--- config.mk ---
export PLATFORM = sky130hd
export DESIGN_NAME = weighted_kd_split_grid_coordinate_flat
export DESIGN_NICKNAME = d
export VERILOG_FILES = /design/src/rtl/wkd_pkg.sv /design/src/rtl/wkd_req_if.sv /design/src/rtl/wkd_rsp_if.sv /design/src/rtl/weighted_kd_split_grid_coordinate.sv /design/src/flat_wrapper.sv
export SDC_FILE = /design/constraint.sdc
export NUM_CORES = 2
export LEC_CHECK = 0
export BUFFER_PORTS_ARGS = -buffer_cell sky130_fd_sc_hd__buf_2
export CAP_MARGIN = 20
export CORE_UTILIZATION = 40
export CTS_CLUSTER_DIAMETER = 150
export CTS_CLUSTER_SIZE = 10
export DETAILED_ROUTE_END_ITERATION = 8
export PLACE_DENSITY = 0.59
export SLEW_MARGIN = 20
export SYNTH_ARGS = -nofsm -noshare
export SYNTH_HDL_FRONTEND = slang
export SYNTH_SLANG_ARGS = --single-unit
--- constraint.sdc ---
create_clock -name clock -period 7.8 [get_ports clock]
set_input_delay 1.56 -clock clock [delete_from_list [all_inputs] [get_ports clock]]
set_output_delay 1.56 -clock clock [all_outputs]
set_load 0.03 [all_outputs]
--- src/rtl/wkd_pkg.sv ---
// ---------------------------------------------------------------------------
// wkd_pkg: shared definitions for the weighted k-d split grid mapper
// Field widths, register map, sequencer states and round limit.
// ---------------------------------------------------------------------------
package wkd_pkg;

   localparam int DIM_SLOTS        = 3;   // coordinate fields on the result
   localparam int MAX_DIMS_DEFAULT = 3;

   localparam int DIMC_W   = 2;
   localparam int EXT_W    = 16;
   localparam int HALF_W   = EXT_W - 1;
   localparam int WT_W     = 8;
   localparam int NODES_W  = 24;
   localparam int RANK_W   = 24;
   localparam int COORD_W  = 16;
   localparam int IDX_W    = 2;

   localparam int CSR_DATA_W = 32;
   localparam int CSR_ADDR_W = 5;

   // upper bound on split rounds for one item
   localparam int ROUND_LIMIT = 64;

   typedef enum logic [2:0] {
      CSR_DIM_COUNT   = 3'd0,
      CSR_EXTENT_0    = 3'd1,
      CSR_EXTENT_1    = 3'd2,
      CSR_EXTENT_2    = 3'd3,
      CSR_WEIGHT_0    = 3'd4,
      CSR_WEIGHT_1    = 3'd5,
      CSR_WEIGHT_2    = 3'd6,
      CSR_TOTAL_NODES = 3'd7
   } csr_index_type;

   typedef enum logic [2:0] {
      ST_IDLE,
      ST_PICK,
      ST_DIV,
      ST_MUL,
      ST_UPDATE,
      ST_DONE
   } state_type;

endpackage

--- src/rtl/wkd_req_if.sv ---
// ---------------------------------------------------------------------------
// wkd_req_if: request channel
// Valid/ready channel carrying one rank per item.
// ---------------------------------------------------------------------------
interface wkd_req_if;
   logic                           valid;
   logic                           ready;
   logic [wkd_pkg::RANK_W-1:0]     rank;

   modport source (output valid, output rank, input ready);
   modport sink   (input valid, input rank, output ready);
endinterface

--- src/rtl/wkd_rsp_if.sv ---
// ---------------------------------------------------------------------------
// wkd_rsp_if: response channel
// Valid/ready channel carrying one grid coordinate per item.
// ---------------------------------------------------------------------------
interface wkd_rsp_if;
   logic                           valid;
   logic                           ready;
   logic [wkd_pkg::COORD_W-1:0]    coord_0;
   logic [wkd_pkg::COORD_W-1:0]    coord_1;
   logic [wkd_pkg::COORD_W-1:0]    coord_2;

   modport source (output valid, output coord_0, output coord_1, output coord_2,
                   input ready);
   modport sink   (input valid, input coord_0, input coord_1, input coord_2,
                   output ready);
endinterface

--- src/rtl/weighted_kd_split_grid_coordinate.sv ---
// ---------------------------------------------------------------------------
// weighted_kd_split_grid_coordinate: rank to grid coordinate by weighted halving
// Each split round steps through pick, divide, multiply and update;
//   an item with nothing left to cut goes from pick straight to done.
// One item in flight: a new request is taken only back in idle, once the
//   result is loaded; the restoring divider makes one quotient bit a cycle.
// Reset: synchronous, active high; registers return to dim_count 3, extents 1,
//   weights 0, total_nodes 1; sequencer idle, no result pending.
// ---------------------------------------------------------------------------
module weighted_kd_split_grid_coordinate #(
   parameter int MAX_DIMS = wkd_pkg::MAX_DIMS_DEFAULT
) (
   input  logic                              clock,
   input  logic                              reset,

   wkd_req_if.sink                           req_ch,
   wkd_rsp_if.source                         rsp_ch,

   // register port
   input  logic                              psel,
   input  logic                              penable,
   input  logic                              pwrite,
   input  logic [wkd_pkg::CSR_ADDR_W-1:0]    paddr,
   input  logic [wkd_pkg::CSR_DATA_W-1:0]    pwdata,
   output logic [wkd_pkg::CSR_DATA_W-1:0]    prdata,
   output logic                              pready
);

   localparam int ND      = wkd_pkg::DIM_SLOTS;
   localparam int EXT_W   = wkd_pkg::EXT_W;
   localparam int HALF_W  = wkd_pkg::HALF_W;
   localparam int WT_W    = wkd_pkg::WT_W;
   localparam int NODES_W = wkd_pkg::NODES_W;
   localparam int RANK_W  = wkd_pkg::RANK_W;
   localparam int COORD_W = wkd_pkg::COORD_W;
   localparam int IDX_W   = wkd_pkg::IDX_W;
   localparam int DIMC_W  = wkd_pkg::DIMC_W;
   localparam int DW      = wkd_pkg::CSR_DATA_W;
   localparam int ROUND_W = $clog2(wkd_pkg::ROUND_LIMIT);
   localparam int CNT_W   = $clog2(NODES_W);
   localparam int PROD_W  = NODES_W + HALF_W;
   localparam int CMP_W   = EXT_W + WT_W;

   // -----------------------------------------------------------------------
   // Configuration registers
   // -----------------------------------------------------------------------
   logic [DIMC_W-1:0]  dim_count_ff;
   logic [EXT_W-1:0]   cfg_ext_ff [ND];
   logic [WT_W-1:0]    cfg_wt_ff  [ND];
   logic [NODES_W-1:0] total_nodes_ff;

   logic               csr_wr;
   wkd_pkg::csr_index_type csr_idx;

   assign pready  = 1'b1;
   assign csr_wr  = psel && penable && pwrite;
   assign csr_idx = wkd_pkg::csr_index_type'(paddr[4:2]);

   always_ff @(posedge clock) begin
      if (reset) begin
         dim_count_ff   <= DIMC_W'(3);
         total_nodes_ff <= NODES_W'(1);
         for (int k = 0; k < ND; k++) begin
            cfg_ext_ff[k] <= EXT_W'(1);
            cfg_wt_ff[k]  <= '0;
         end
      end else if (csr_wr) begin
         unique case (csr_idx)
            wkd_pkg::CSR_DIM_COUNT:   dim_count_ff   <= pwdata[DIMC_W-1:0];
            wkd_pkg::CSR_EXTENT_0:    cfg_ext_ff[0]  <= pwdata[EXT_W-1:0];
            wkd_pkg::CSR_EXTENT_1:    cfg_ext_ff[1]  <= pwdata[EXT_W-1:0];
            wkd_pkg::CSR_EXTENT_2:    cfg_ext_ff[2]  <= pwdata[EXT_W-1:0];
            wkd_pkg::CSR_WEIGHT_0:    cfg_wt_ff[0]   <= pwdata[WT_W-1:0];
            wkd_pkg::CSR_WEIGHT_1:    cfg_wt_ff[1]   <= pwdata[WT_W-1:0];
            wkd_pkg::CSR_WEIGHT_2:    cfg_wt_ff[2]   <= pwdata[WT_W-1:0];
            wkd_pkg::CSR_TOTAL_NODES: total_nodes_ff <= pwdata[NODES_W-1:0];
            default: ;
         endcase
      end
   end

   always_comb begin
      unique case (csr_idx)
         wkd_pkg::CSR_DIM_COUNT:   prdata = DW'(dim_count_ff);
         wkd_pkg::CSR_EXTENT_0:    prdata = DW'(cfg_ext_ff[0]);
         wkd_pkg::CSR_EXTENT_1:    prdata = DW'(cfg_ext_ff[1]);
         wkd_pkg::CSR_EXTENT_2:    prdata = DW'(cfg_ext_ff[2]);
         wkd_pkg::CSR_WEIGHT_0:    prdata = DW'(cfg_wt_ff[0]);
         wkd_pkg::CSR_WEIGHT_1:    prdata = DW'(cfg_wt_ff[1]);
         wkd_pkg::CSR_WEIGHT_2:    prdata = DW'(cfg_wt_ff[2]);
         wkd_pkg::CSR_TOTAL_NODES: prdata = DW'(total_nodes_ff);
         default:                  prdata = '0;
      endcase
   end

   // dimensions in use, clamped to what this build supports
   logic [DIMC_W-1:0] used;
   assign used = (dim_count_ff > DIMC_W'(MAX_DIMS)) ? DIMC_W'(MAX_DIMS) : dim_count_ff;

   // -----------------------------------------------------------------------
   // Working state of the current item
   // -----------------------------------------------------------------------
   wkd_pkg::state_type state_ff, state_in;

   logic [EXT_W-1:0]   ext_ff   [ND];   // current extents
   logic [EXT_W-1:0]   ext_in   [ND];
   logic [COORD_W-1:0] coord_ff [ND];
   logic [COORD_W-1:0] coord_in [ND];
   logic [RANK_W-1:0]  rank_ff, rank_in;
   logic [NODES_W-1:0] remain_ff, remain_in;
   logic [ROUND_W-1:0] round_ff, round_in;

   // dimension pick: one candidate examined per cycle
   logic [IDX_W-1:0]   idx_ff, idx_in;
   logic [IDX_W-1:0]   best_ff, best_in;
   logic               best_valid_ff, best_valid_in;
   logic               best_zero_ff, best_zero_in;

   // cut dimension and divider
   logic [IDX_W-1:0]   cut_ff, cut_in;
   logic [EXT_W-1:0]   div_e_ff, div_e_in;
   logic [NODES_W-1:0] dq_ff, dq_in;      // dividend shifting out, quotient in
   logic [EXT_W-1:0]   rem_ff, rem_in;
   logic [CNT_W-1:0]   bit_cnt_ff, bit_cnt_in;
   logic [NODES_W-1:0] share_ff, share_in;

   // result register
   logic               rsp_valid_ff, rsp_valid_in;
   logic [COORD_W-1:0] rsp_coord_ff [ND];
   logic [COORD_W-1:0] rsp_coord_in [ND];

   // -----------------------------------------------------------------------
   // Pick step: zero weight wins outright (first one), otherwise the largest
   // extent/weight by cross-multiplication, ties to the lower index.
   // -----------------------------------------------------------------------
   logic               cand_ok;
   logic [CMP_W-1:0]   lhs, rhs;
   logic               pick_found;

   assign cand_ok = (DIMC_W'(idx_ff) < used) && (ext_ff[idx_ff] > EXT_W'(1));
   assign lhs     = CMP_W'(ext_ff[idx_ff]) * CMP_W'(cfg_wt_ff[best_ff]);
   assign rhs     = CMP_W'(ext_ff[best_ff]) * CMP_W'(cfg_wt_ff[idx_ff]);

   always_comb begin
      best_in       = best_ff;
      best_valid_in = best_valid_ff;
      best_zero_in  = best_zero_ff;
      if (cand_ok) begin
         if (cfg_wt_ff[idx_ff] == '0) begin
            if (!best_zero_ff) begin
               best_in       = idx_ff;
               best_valid_in = 1'b1;
               best_zero_in  = 1'b1;
            end
         end else if (!best_zero_ff) begin
            if (!best_valid_ff) begin
               best_in       = idx_ff;
               best_valid_in = 1'b1;
            end else if (lhs > rhs) begin
               best_in = idx_ff;
            end
         end
      end
   end

   assign pick_found = best_valid_in;

   // -----------------------------------------------------------------------
   // Divider step (restoring, one quotient bit a cycle), share multiply
   // -----------------------------------------------------------------------
   logic [EXT_W:0]     trial;
   logic               trial_ge;
   logic [HALF_W-1:0]  half;
   logic [PROD_W-1:0]  prod;
   logic               last_idx;
   logic               out_load;

   assign trial    = {rem_ff, dq_ff[NODES_W-1]};
   assign trial_ge = trial >= {1'b0, div_e_ff};
   assign half     = div_e_ff[EXT_W-1:1];
   // share never exceeds the remaining count, so the low bits hold it whole
   assign prod     = PROD_W'(dq_ff) * PROD_W'(half);
   assign last_idx = idx_ff == IDX_W'(ND - 1);
   assign out_load = (state_ff == wkd_pkg::ST_DONE) && (!rsp_valid_ff || rsp_ch.ready);

   assign req_ch.ready = state_ff == wkd_pkg::ST_IDLE;

   // -----------------------------------------------------------------------
   // Sequencer: next state
   // -----------------------------------------------------------------------
   always_comb begin
      state_in = state_ff;
      unique case (state_ff)
         wkd_pkg::ST_IDLE:
            if (req_ch.valid) state_in = wkd_pkg::ST_PICK;
         wkd_pkg::ST_PICK:
            if (last_idx) state_in = pick_found ? wkd_pkg::ST_DIV : wkd_pkg::ST_DONE;
         wkd_pkg::ST_DIV:
            if (bit_cnt_ff == '0) state_in = wkd_pkg::ST_MUL;
         wkd_pkg::ST_MUL:
            state_in = wkd_pkg::ST_UPDATE;
         wkd_pkg::ST_UPDATE:
            state_in = (round_ff == ROUND_W'(wkd_pkg::ROUND_LIMIT - 1)) ?
                       wkd_pkg::ST_DONE : wkd_pkg::ST_PICK;
         wkd_pkg::ST_DONE:
            if (out_load) state_in = wkd_pkg::ST_IDLE;
         default:
            state_in = wkd_pkg::ST_IDLE;
      endcase
   end

   // -----------------------------------------------------------------------
   // Sequencer: datapath updates
   // -----------------------------------------------------------------------
   always_comb begin
      ext_in        = ext_ff;
      coord_in      = coord_ff;
      rank_in       = rank_ff;
      remain_in     = remain_ff;
      round_in      = round_ff;
      idx_in        = idx_ff;
      cut_in        = cut_ff;
      div_e_in      = div_e_ff;
      dq_in         = dq_ff;
      rem_in        = rem_ff;
      bit_cnt_in    = bit_cnt_ff;
      share_in      = share_ff;
      rsp_coord_in  = rsp_coord_ff;
      rsp_valid_in  = rsp_valid_ff && !rsp_ch.ready;

      unique case (state_ff)
         wkd_pkg::ST_IDLE: begin
            // take a new item and start from the configured grid
            rank_in   = req_ch.rank;
            remain_in = total_nodes_ff;
            round_in  = '0;
            idx_in    = '0;
            for (int k = 0; k < ND; k++) begin
               ext_in[k]   = cfg_ext_ff[k];
               coord_in[k] = '0;
            end
         end
         wkd_pkg::ST_PICK: begin
            idx_in = last_idx ? '0 : idx_ff + IDX_W'(1);
            if (last_idx) begin
               // load the divider: remaining / extent of the chosen dimension
               cut_in     = best_in;
               div_e_in   = ext_ff[best_in];
               dq_in      = remain_ff;
               rem_in     = '0;
               bit_cnt_in = CNT_W'(NODES_W - 1);
            end
         end
         wkd_pkg::ST_DIV: begin
            rem_in     = trial_ge ? EXT_W'(trial - {1'b0, div_e_ff}) : trial[EXT_W-1:0];
            dq_in      = {dq_ff[NODES_W-2:0], trial_ge};
            bit_cnt_in = bit_cnt_ff - CNT_W'(1);
         end
         wkd_pkg::ST_MUL: begin
            share_in = prod[NODES_W-1:0];
         end
         wkd_pkg::ST_UPDATE: begin
            round_in = round_ff + ROUND_W'(1);
            if (rank_ff < share_ff) begin
               ext_in[cut_ff] = EXT_W'(half);
               remain_in      = share_ff;
            end else begin
               ext_in[cut_ff]   = div_e_ff - EXT_W'(half);
               coord_in[cut_ff] = coord_ff[cut_ff] + COORD_W'(half);
               rank_in          = rank_ff - share_ff;
               remain_in        = remain_ff - share_ff;
            end
         end
         wkd_pkg::ST_DONE: begin
            if (out_load) begin
               rsp_valid_in = 1'b1;
               rsp_coord_in = coord_ff;
            end
         end
         default: ;
      endcase
   end

   // best-so-far is cleared at the start of every pick pass
   always_ff @(posedge clock) begin
      if (reset) begin
         state_ff      <= wkd_pkg::ST_IDLE;
         rsp_valid_ff  <= 1'b0;
         idx_ff        <= '0;
         best_ff       <= '0;
         best_valid_ff <= 1'b0;
         best_zero_ff  <= 1'b0;
      end else begin
         state_ff     <= state_in;
         rsp_valid_ff <= rsp_valid_in;
         idx_ff       <= idx_in;
         if (state_ff == wkd_pkg::ST_PICK && !last_idx) begin
            best_ff       <= best_in;
            best_valid_ff <= best_valid_in;
            best_zero_ff  <= best_zero_in;
         end else begin
            best_ff       <= '0;
            best_valid_ff <= 1'b0;
            best_zero_ff  <= 1'b0;
         end
      end
   end

   always_ff @(posedge clock) begin
      ext_ff       <= ext_in;
      coord_ff     <= coord_in;
      rank_ff      <= rank_in;
      remain_ff    <= remain_in;
      round_ff     <= round_in;
      cut_ff       <= cut_in;
      div_e_ff     <= div_e_in;
      dq_ff        <= dq_in;
      rem_ff       <= rem_in;
      bit_cnt_ff   <= bit_cnt_in;
      share_ff     <= share_in;
      rsp_coord_ff <= rsp_coord_in;
   end

   assign rsp_ch.valid   = rsp_valid_ff;
   assign rsp_ch.coord_0 = rsp_coord_ff[0];
   assign rsp_ch.coord_1 = rsp_coord_ff[1];
   assign rsp_ch.coord_2 = rsp_coord_ff[2];

endmodule
--- src/flat_wrapper.sv ---
// flat-port wrapper written by rule: the top's interface ports become plain ports
module weighted_kd_split_grid_coordinate_flat 
#(
   parameter int MAX_DIMS = wkd_pkg::MAX_DIMS_DEFAULT
)
  (clock, reset, psel, penable, pwrite, paddr, pwdata, prdata, pready, req_ch_valid, req_ch_rank, req_ch_ready, rsp_ch_valid, rsp_ch_coord_0, rsp_ch_coord_1, rsp_ch_coord_2, rsp_ch_ready);
  wkd_req_if req_ch_i ();
  wkd_rsp_if rsp_ch_i ();
  input  logic clock;
  input  logic reset;
  input  logic psel;
  input  logic penable;
  input  logic pwrite;
  input  logic [wkd_pkg::CSR_ADDR_W-1:0] paddr;
  input  logic [wkd_pkg::CSR_DATA_W-1:0] pwdata;
  output logic [wkd_pkg::CSR_DATA_W-1:0] prdata;
  output logic pready;
  input wire logic [$bits(req_ch_i.valid)-1:0] req_ch_valid;
  input wire logic [$bits(req_ch_i.rank)-1:0] req_ch_rank;
  output wire logic [$bits(req_ch_i.ready)-1:0] req_ch_ready;
  output wire logic [$bits(rsp_ch_i.valid)-1:0] rsp_ch_valid;
  output wire logic [$bits(rsp_ch_i.coord_0)-1:0] rsp_ch_coord_0;
  output wire logic [$bits(rsp_ch_i.coord_1)-1:0] rsp_ch_coord_1;
  output wire logic [$bits(rsp_ch_i.coord_2)-1:0] rsp_ch_coord_2;
  input wire logic [$bits(rsp_ch_i.ready)-1:0] rsp_ch_ready;
  assign req_ch_i.valid = req_ch_valid;
  assign req_ch_i.rank = req_ch_rank;
  assign req_ch_ready = req_ch_i.ready;
  assign rsp_ch_valid = rsp_ch_i.valid;
  assign rsp_ch_coord_0 = rsp_ch_i.coord_0;
  assign rsp_ch_coord_1 = rsp_ch_i.coord_1;
  assign rsp_ch_coord_2 = rsp_ch_i.coord_2;
  assign rsp_ch_i.ready = rsp_ch_ready;
  weighted_kd_split_grid_coordinate #(.MAX_DIMS(MAX_DIMS)) u_core (.clock(clock), .reset(reset), .req_ch(req_ch_i), .rsp_ch(rsp_ch_i), .psel(psel), .penable(penable), .pwrite(pwrite), .paddr(paddr), .pwdata(pwdata), .prdata(prdata), .pready(pready));
endmodule
# Word level (Yosys, flattened, before mapping)
# Memory sizes are Yosys's and may differ from the RTL's. A register that Yosys moved wholly into a read port is not among the register bits.
# Index checks and enable logic that the tools add are counted.
dict set report totals {
  regBits 321
  latchBits 0
  ram_bits 72
  rom_bits 0
  wordCells 196
  n_memories 2
}
dict set report op_classes {
  n_addsub 8
  mul 3
  n_div 0
  magnitude_cmp 11
  eq_ne 19
  n_shift 0
  mux 89
  n_bitwise 11
  n_reduce_logical 27
}
# name words width rd rd_ports_with_merged_regs wr line
set memory_table {}
lappend memory_table {u_core.cfg_ext_ff 3 16 3 0 3 weighted_kd_split_grid_coordinate.sv:48} ;# logic [EXT_W-1:0] cfg_ext_ff [ND];
lappend memory_table {u_core.cfg_wt_ff 3 8 5 2 3 weighted_kd_split_grid_coordinate.sv:49} ;# logic [WT_W-1:0] cfg_wt_ff [ND];
# op n
set ops {}
lappend ops {{$pmux 32 s8} 1}
lappend ops {{$mux 16} 14}
lappend ops {{$pmux 48 s2} 2}
lappend ops {{$bwmux 48} 3}
lappend ops {{$pmux 24 s2} 3}
lappend ops {{$bmux 16 s2} 4}
lappend ops {{$mux 48} 2}
lappend ops {{$mux 24} 3}
lappend ops {{$mul 16x8->24} 2}
lappend ops {{$sub 24x24->24} 2}
lappend ops {{$demux 16 s2} 1}
lappend ops {{$pmux 16 s2} 1}
lappend ops {{$mux 1} 30}
lappend ops {{$gt 24x24->1} 1}
lappend ops {{$lt 24x24->1} 1}
lappend ops {{$mul 24x15->24} 1}
lappend ops {{$mux 8} 3}
lappend ops {{$mux 2} 11}
lappend ops {{$eq 3x3->1 const B} 6}
lappend ops {{$mux 3} 6}
lappend ops {{$pmux 3 s6} 1}
lappend ops {{$ge 17x16->1} 1}
lappend ops {{$add 16x15->16} 1}
lappend ops {{$gt 16x1->1 const B} 1}
lappend ops {{32 further kinds} 67}

# Depth between registers and ports, before layout
dict set report depth {
  ltp_word 15
  depth_mapped 38
}

# Least setup slack after synthesis
# No wires, ideal clock.
dict set report synth_path {
  kind {flip-flop to flip-flop}
  startpoint {reg u_core.best_ff[0]}
  endpoint {reg u_core.div_e_ff[10] (data pin)}
  t_arrival_ns 7.969
  t_required_ns 7.536
  path_slack_ns -0.432
  stages_incl_launch_ff 35
  n_path_buf 5
  synth_period_minus_slack_ns 8.232
  cell_sequence {dfxtp_1 clkbuf_1 clkbuf_1 mux2i_1 nor2_1 a21oi_1 clkbuf_1 nor2_1 fa_1 fa_1 fa_1 inv_1 fa_1 inv_1 ha_1 or2_2 o31a_1 a31o_2 o211ai_1 o21ai_0 o41a_1 a21o_1 a21oi_1 xnor2_1 ha_1 a21o_1 a21oi_1 o21ai_0 o31a_1 o21a_1 mux2_4 nor2b_4 buf_6 buf_6 o2bb2ai_1}
}
dict set report synth_between {
  elab_chain_cells 15
  word_cells_on_any_way 16
}
# item line
set synth_lines {}
lappend synth_lines {{from (decl)} weighted_kd_split_grid_coordinate.sv:115} ;# logic [IDX_W-1:0] best_ff, best_in;
lappend synth_lines {{from (signal assigned)} weighted_kd_split_grid_coordinate.sv:298} ;# best_ff <= best_in;
lappend synth_lines {{$not 2->3 (not written as such)} weighted_kd_split_grid_coordinate.sv:142} ;# assign rhs = CMP_W'(ext_ff[best_ff]) * CMP_W'(cfg_wt_ff[idx_ff]);
lappend synth_lines {{$bmux 16 s2} weighted_kd_split_grid_coordinate.sv:142}
lappend synth_lines {{$mux 16 (not written as such) (2 in series)} weighted_kd_split_grid_coordinate.sv:142}
lappend synth_lines {{$mul 16x8->24} weighted_kd_split_grid_coordinate.sv:142}
lappend synth_lines {{$gt 24x24->1} weighted_kd_split_grid_coordinate.sv:159} ;# end else if (lhs > rhs) begin
lappend synth_lines {{$mux 2} weighted_kd_split_grid_coordinate.sv:159}
lappend synth_lines {{$mux 2} weighted_kd_split_grid_coordinate.sv:156} ;# if (!best_valid_ff) begin
lappend synth_lines {{$mux 2} weighted_kd_split_grid_coordinate.sv:155} ;# end else if (!best_zero_ff) begin
lappend synth_lines {{$mux 2} weighted_kd_split_grid_coordinate.sv:149} ;# if (cfg_wt_ff[idx_ff] == '0) begin
lappend synth_lines {{$mux 2 *} weighted_kd_split_grid_coordinate.sv:148} ;# if (cand_ok) begin
lappend synth_lines {{$not 2->3 (not written as such) *} weighted_kd_split_grid_coordinate.sv:248} ;# div_e_in = ext_ff[best_in];
lappend synth_lines {{$bmux 16 s2 *} weighted_kd_split_grid_coordinate.sv:248}
lappend synth_lines {{$mux 16 (not written as such) * (2 in series)} weighted_kd_split_grid_coordinate.sv:248}
lappend synth_lines {{to (signal assigned)} weighted_kd_split_grid_coordinate.sv:316} ;# div_e_ff <= div_e_in;
lappend synth_lines {{to (decl)} weighted_kd_split_grid_coordinate.sv:121} ;# logic [EXT_W-1:0] div_e_ff, div_e_in;
# Every way passes the cells marked *; elsewhere a longest branch is shown, timed or not. The select of a mux whose other input is x is not followed.
# A chain may end at the register's enable or synchronous reset.

# Final worst setup path
dict set report layout_path {
  startpoint {reg u_core.idx_ff[1]}
  endpoint {reg u_core.div_e_ff[3] (data pin)}
}
dict set report layout_between {
  elab_chain_cells 15
  word_cells_on_any_way 19
}
# item line
set layout_lines {}
lappend layout_lines {{from (decl)} weighted_kd_split_grid_coordinate.sv:114} ;# logic [IDX_W-1:0] idx_ff, idx_in;
lappend layout_lines {{from (signal assigned)} weighted_kd_split_grid_coordinate.sv:296} ;# idx_ff <= idx_in;
lappend layout_lines {{$not 2->3 (not written as such)} {weighted_kd_split_grid_coordinate.sv:140, weighted_kd_split_grid_coordinate.sv:141}}
lappend layout_lines {{$bmux 16 s2} {weighted_kd_split_grid_coordinate.sv:140, weighted_kd_split_grid_coordinate.sv:141}}
lappend layout_lines {{$mux 16 (not written as such) (2 in series)} {weighted_kd_split_grid_coordinate.sv:140, weighted_kd_split_grid_coordinate.sv:141}}
lappend layout_lines {{$mul 16x8->24} weighted_kd_split_grid_coordinate.sv:141} ;# assign lhs = CMP_W'(ext_ff[idx_ff]) * CMP_W'(cfg_wt_ff[best_ff]);
lappend layout_lines {{$gt 24x24->1} weighted_kd_split_grid_coordinate.sv:159}
lappend layout_lines {{$mux 2} weighted_kd_split_grid_coordinate.sv:159}
lappend layout_lines {{$mux 2} weighted_kd_split_grid_coordinate.sv:156}
lappend layout_lines {{$mux 2} weighted_kd_split_grid_coordinate.sv:155}
lappend layout_lines {{$mux 2} weighted_kd_split_grid_coordinate.sv:149}
lappend layout_lines {{$mux 2 *} weighted_kd_split_grid_coordinate.sv:148}
lappend layout_lines {{$not 2->3 (not written as such) *} weighted_kd_split_grid_coordinate.sv:248}
lappend layout_lines {{$bmux 16 s2 *} weighted_kd_split_grid_coordinate.sv:248}
lappend layout_lines {{$mux 16 (not written as such) * (2 in series)} weighted_kd_split_grid_coordinate.sv:248}
# Marked as above.

==> metrics.txt <==
main area contributors after synthesis edfxtp_1 (29%), fa_1 (19%), ha_1 (8.7%), nand2_1 (5.8%), inv_1 (4.2%); die height 307 microns; drt wl/cell 19.2 microns; GRT Util Overall 22.5%; Hold EP u_core.total_nodes_ff[8]$_SDFFE_PP0P_; Final ANT Viol Nets 0; largest net degree at the start of global routing 75; Post-synth ARST share 0%; hold_sp u_core.total_nodes_ff[8]$_SDFFE_PP0P_; Worst Slack Setup Final -0.0320 ns; CP Capture Type register; mapped cell area 37200 sq um; Mapped Cells 3924; Slowest cell on crit path fa_1; crit path kind reg2reg; core area 91900 sq um; Unique masters post-synth 79; maximum clock insertion buffer count 3; first-pass iteration count of the detailed router 6; R2R Path End u_core.div_e_ff[3]$_DFFE_PP_; average cell area after synthesis 9.48 sq um; number of diodes 0; vias in the first global route 29.2k; status finished, violations left; detailed placer's ending HPWL 81.6 mm; headroom to the max-slew limit 29.1%; CP Data Arrival Time 8.27 ns; Hold Fails Final Rpt 0; Syn-to-layout area delta 14.9%; crit start category register; RD Place Congestion 0.891; Clk Latency, worst-skew pair 0.59 ns; failing checks negative setup slack; root buf cell clkbuf_16; maximum clock frequency 0.128 GHz; register area share after synthesis 30.9%; Worst Skew 0.0281 ns; Synth Register Bits 395; # nets final 4887; fin. max-slew vios 0; DRC viols 0; hold path cells 2; layout cells sized above 1 14.7%; Syn. warnings 0; Worst Path Required 8.23 ns; RSZ-0062 raised after global routing true; CTS Buf Count 45; first-pass GRT wire length 166 mm; critical path's most frequent cell fa_1; dominant synthesized flop cell edfxtp_1; r2r setup slk -0.03 ns; crit share post-route 100%; Synth top area share 28.8%; final wirelength 105 mm; die area 94200 sq um; I/O pin cnt 151; Max Fanout on Critical Path 5; post-synth top area cell edfxtp_1; initial drt markers 2065; initial core utilization 40.5%; port buffer count 131; setup violators final 11; grt ovf 0; Worst Hold Class reg2reg; total clock sinks 395; CTS tree built; Post-CTS Hold Buffers 0; Tmin final 7.83 ns; Worst Reg-to-Reg Cells 32; Max-Cap Viols 0; H-Tree Depth 2; routed vias/inst 5.27; initial antenna violation count 2; worst reg2reg startpoint u_core.idx_ff[1]$_SDFFE_PP0N_; Least-Margin Pin Slew 1.06 ns; Reg clk slew, reported paths 0.06 ns; end-of-flow core utilization 46.5%; Die Span X 307 microns; max incr delay on CP 0.57 ns; Row Count 111; via count 28.9k; Post-synth EDFFs 357
==> metal layers <==
metal  routed length [microns]  up-vias  track usage (%)
met1                     47200    14300             31.0
met5                        18        -                0
met4                      2750        4             5.74
met3                      5880      132             2.41
li1                          -    13600                -
met2                     49600      822             37.6
==> sequential cells by signal, summed over array words and instances (netlist names), 6 cells and up, named ones only <==
| register | count |
|---|---|
| u_core.share_ff | 24 |
| u_core.rsp_ch.coord_1 | 16 |
| u_core.dq_ff | 24 |
| u_core.div_e_ff | 16 |
| u_core.coord_ff | 48 |
| u_core.rem_ff | 16 |
| u_core.cfg_ext_ff | 48 |
| u_core.rank_ff | 24 |
| u_core.ext_ff | 48 |
| u_core.round_ff | 6 |
| u_core.rsp_ch.coord_2 | 16 |
| u_core.total_nodes_ff | 24 |
| u_core.rsp_ch.coord_0 | 16 |
| u_core.remain_ff | 24 |
| u_core.cfg_wt_ff | 24 |
==> worst max-delay path: cells and delay by family, from the launching register on <==
family / cells / cell delay (ns)
AOI/OAI and AO/OA: 14 / 2.86
adders and majority gates: 6 / 2.64
buffers and inverters: 7 / 0.69
muxes: 2 / 0.55
and+or+nand+nor: 2 / 0.42
DFF: 1 / 0.37
xor gates and xnor gates: 1 / 0.13
==> per-stage QoR <==
stage | hold slack (ns) | std cells | instance area [sq um] | TNS, ns | worst slack [ns]
after floorplan | 0.445 | 3931 | 37200 | 0 | 0.00953
after global placement | 0.459 | 5366 | 40600 | -4.78 | -0.306
after detailed placement | 0.464 | 5366 | 40600 | -5.51 | -0.361
after CTS | 0.472 | 5461 | 42300 | 0 | 0.00108
after global routing | 0.491 | 5481 | 42800 | -3.74 | -0.252
final | 0.471 | 5481 | 42800 | -0.201 | -0.0320
==> worst max-delay path by stage <==
| stage | start | endpoint | slack (ns) |
|---|---|---|---|
| 3_5_place_dp | u_core.idx_ff[1]$_SDFFE_PP0N_ | u_core.div_e_ff[3]$_DFFE_PP_ | -0.36 |
| 5_1_grt | u_core.best_ff[0]$_SDFF_PP0_ | u_core.div_e_ff[3]$_DFFE_PP_ | -0.25 |
| 4_1_cts | u_core.best_ff[0]$_SDFF_PP0_ | u_core.div_e_ff[11]$_DFFE_PP_ | 0.001 |
| 6_report | u_core.idx_ff[1]$_SDFFE_PP0N_ | u_core.div_e_ff[3]$_DFFE_PP_ | -0.03 |
| 2_1_floorplan | u_core.best_ff[0]$_SDFF_PP0_ | u_core.div_e_ff[10]$_DFFE_PP_ | 0.01 |
| 3_3_place_gp | u_core.idx_ff[1]$_SDFFE_PP0N_ | u_core.div_e_ff[3]$_DFFE_PP_ | -0.31 |
==> synth_stat cells (9+ instances only) <==
cell	number
nand2_1	575
inv_1	418
nor2_1	400
fa_1	358
edfxtp_1	357
ha_1	259
a21oi_1	221
o21ai_0	173
clkbuf_1	141
and2_1	136
xnor2_1	113
mux2i_1	95
nor3_1	45
xor2_1	44
or2_2	43
nand3_1	41
a21o_1	40
dfxtp_1	38
nand2b_1	38
a31oi_1	26
nor2b_1	26
o21a_1	22
and3_1	21
a211oi_1	19
or3_1	19
nand4_1	16
o2bb2ai_1	16
a22oi_1	15
mux2_2	15
a2bb2oi_2	13
buf_1	12
o21bai_1	12
o31ai_1	12
a211o_1	9
buf_4	9
o21ai_1	9
==> cells by family (layout without fill, tap and decap cells) <==
| logic type | count (synthesis) | after routing | synth area share [%] |
|---|---|---|---|
| XOR/XNOR | 157 | 157 | 3.70 |
| multiplexers | 120 | 120 | 3.58 |
| buffers and inverters | 596 | 903 | 6.29 |
| other | 2 | 9 | 0.0202 |
| flip-flops | 395 | 395 | 30.9 |
| AO/OA/AOI/OAI | 654 | 654 | 11.0 |
| adder cells (fa/ha/maj) | 617 | 617 | 28.0 |
| AND/OR/NAND/NOR | 1383 | 1383 | 16.6 |
==> layout by cell type, fill, tap and decap left out, types with 89 or more instances in the layout <==
cell,count
a21oi_1,204
and2_1,135
buf_2,131
buf_4,239
edfxtp_1,357
fa_1,356
ha_1,254
inv_1,411
mux2i_1,89
nand2_1,572
nor2_1,393
o21ai_0,167
xnor2_1,113
==> cell type report <==
class / count / area (sq um)
clock buffer: 79 / 1260
clock inverter: 4 / 63.8
fill: 8885 / 49200
inverter: 418 / 1570
multi-input combinational: 2940 / 23900
sequential: 395 / 11500
tap: 1243 / 1560
timing repair buffer: 402 / 2950
==> what timing repair did <==
| item | 4_1_cts | 5_1_grt |
|---|---|---|
| setup endpoints to repair | 20 | 20 |
| gates cloned | 1 | 0 |
| hold endpoints to repair | 0 | 0 |
| pin swaps | 30 | 64 |
| resized for setup | 40 | 74 |
| buffers inserted | 12 | 22 |
Power is left out: the tool's default activity adds up to more than one toggle a clock period on the data nets, which glitch-free logic cannot reach.
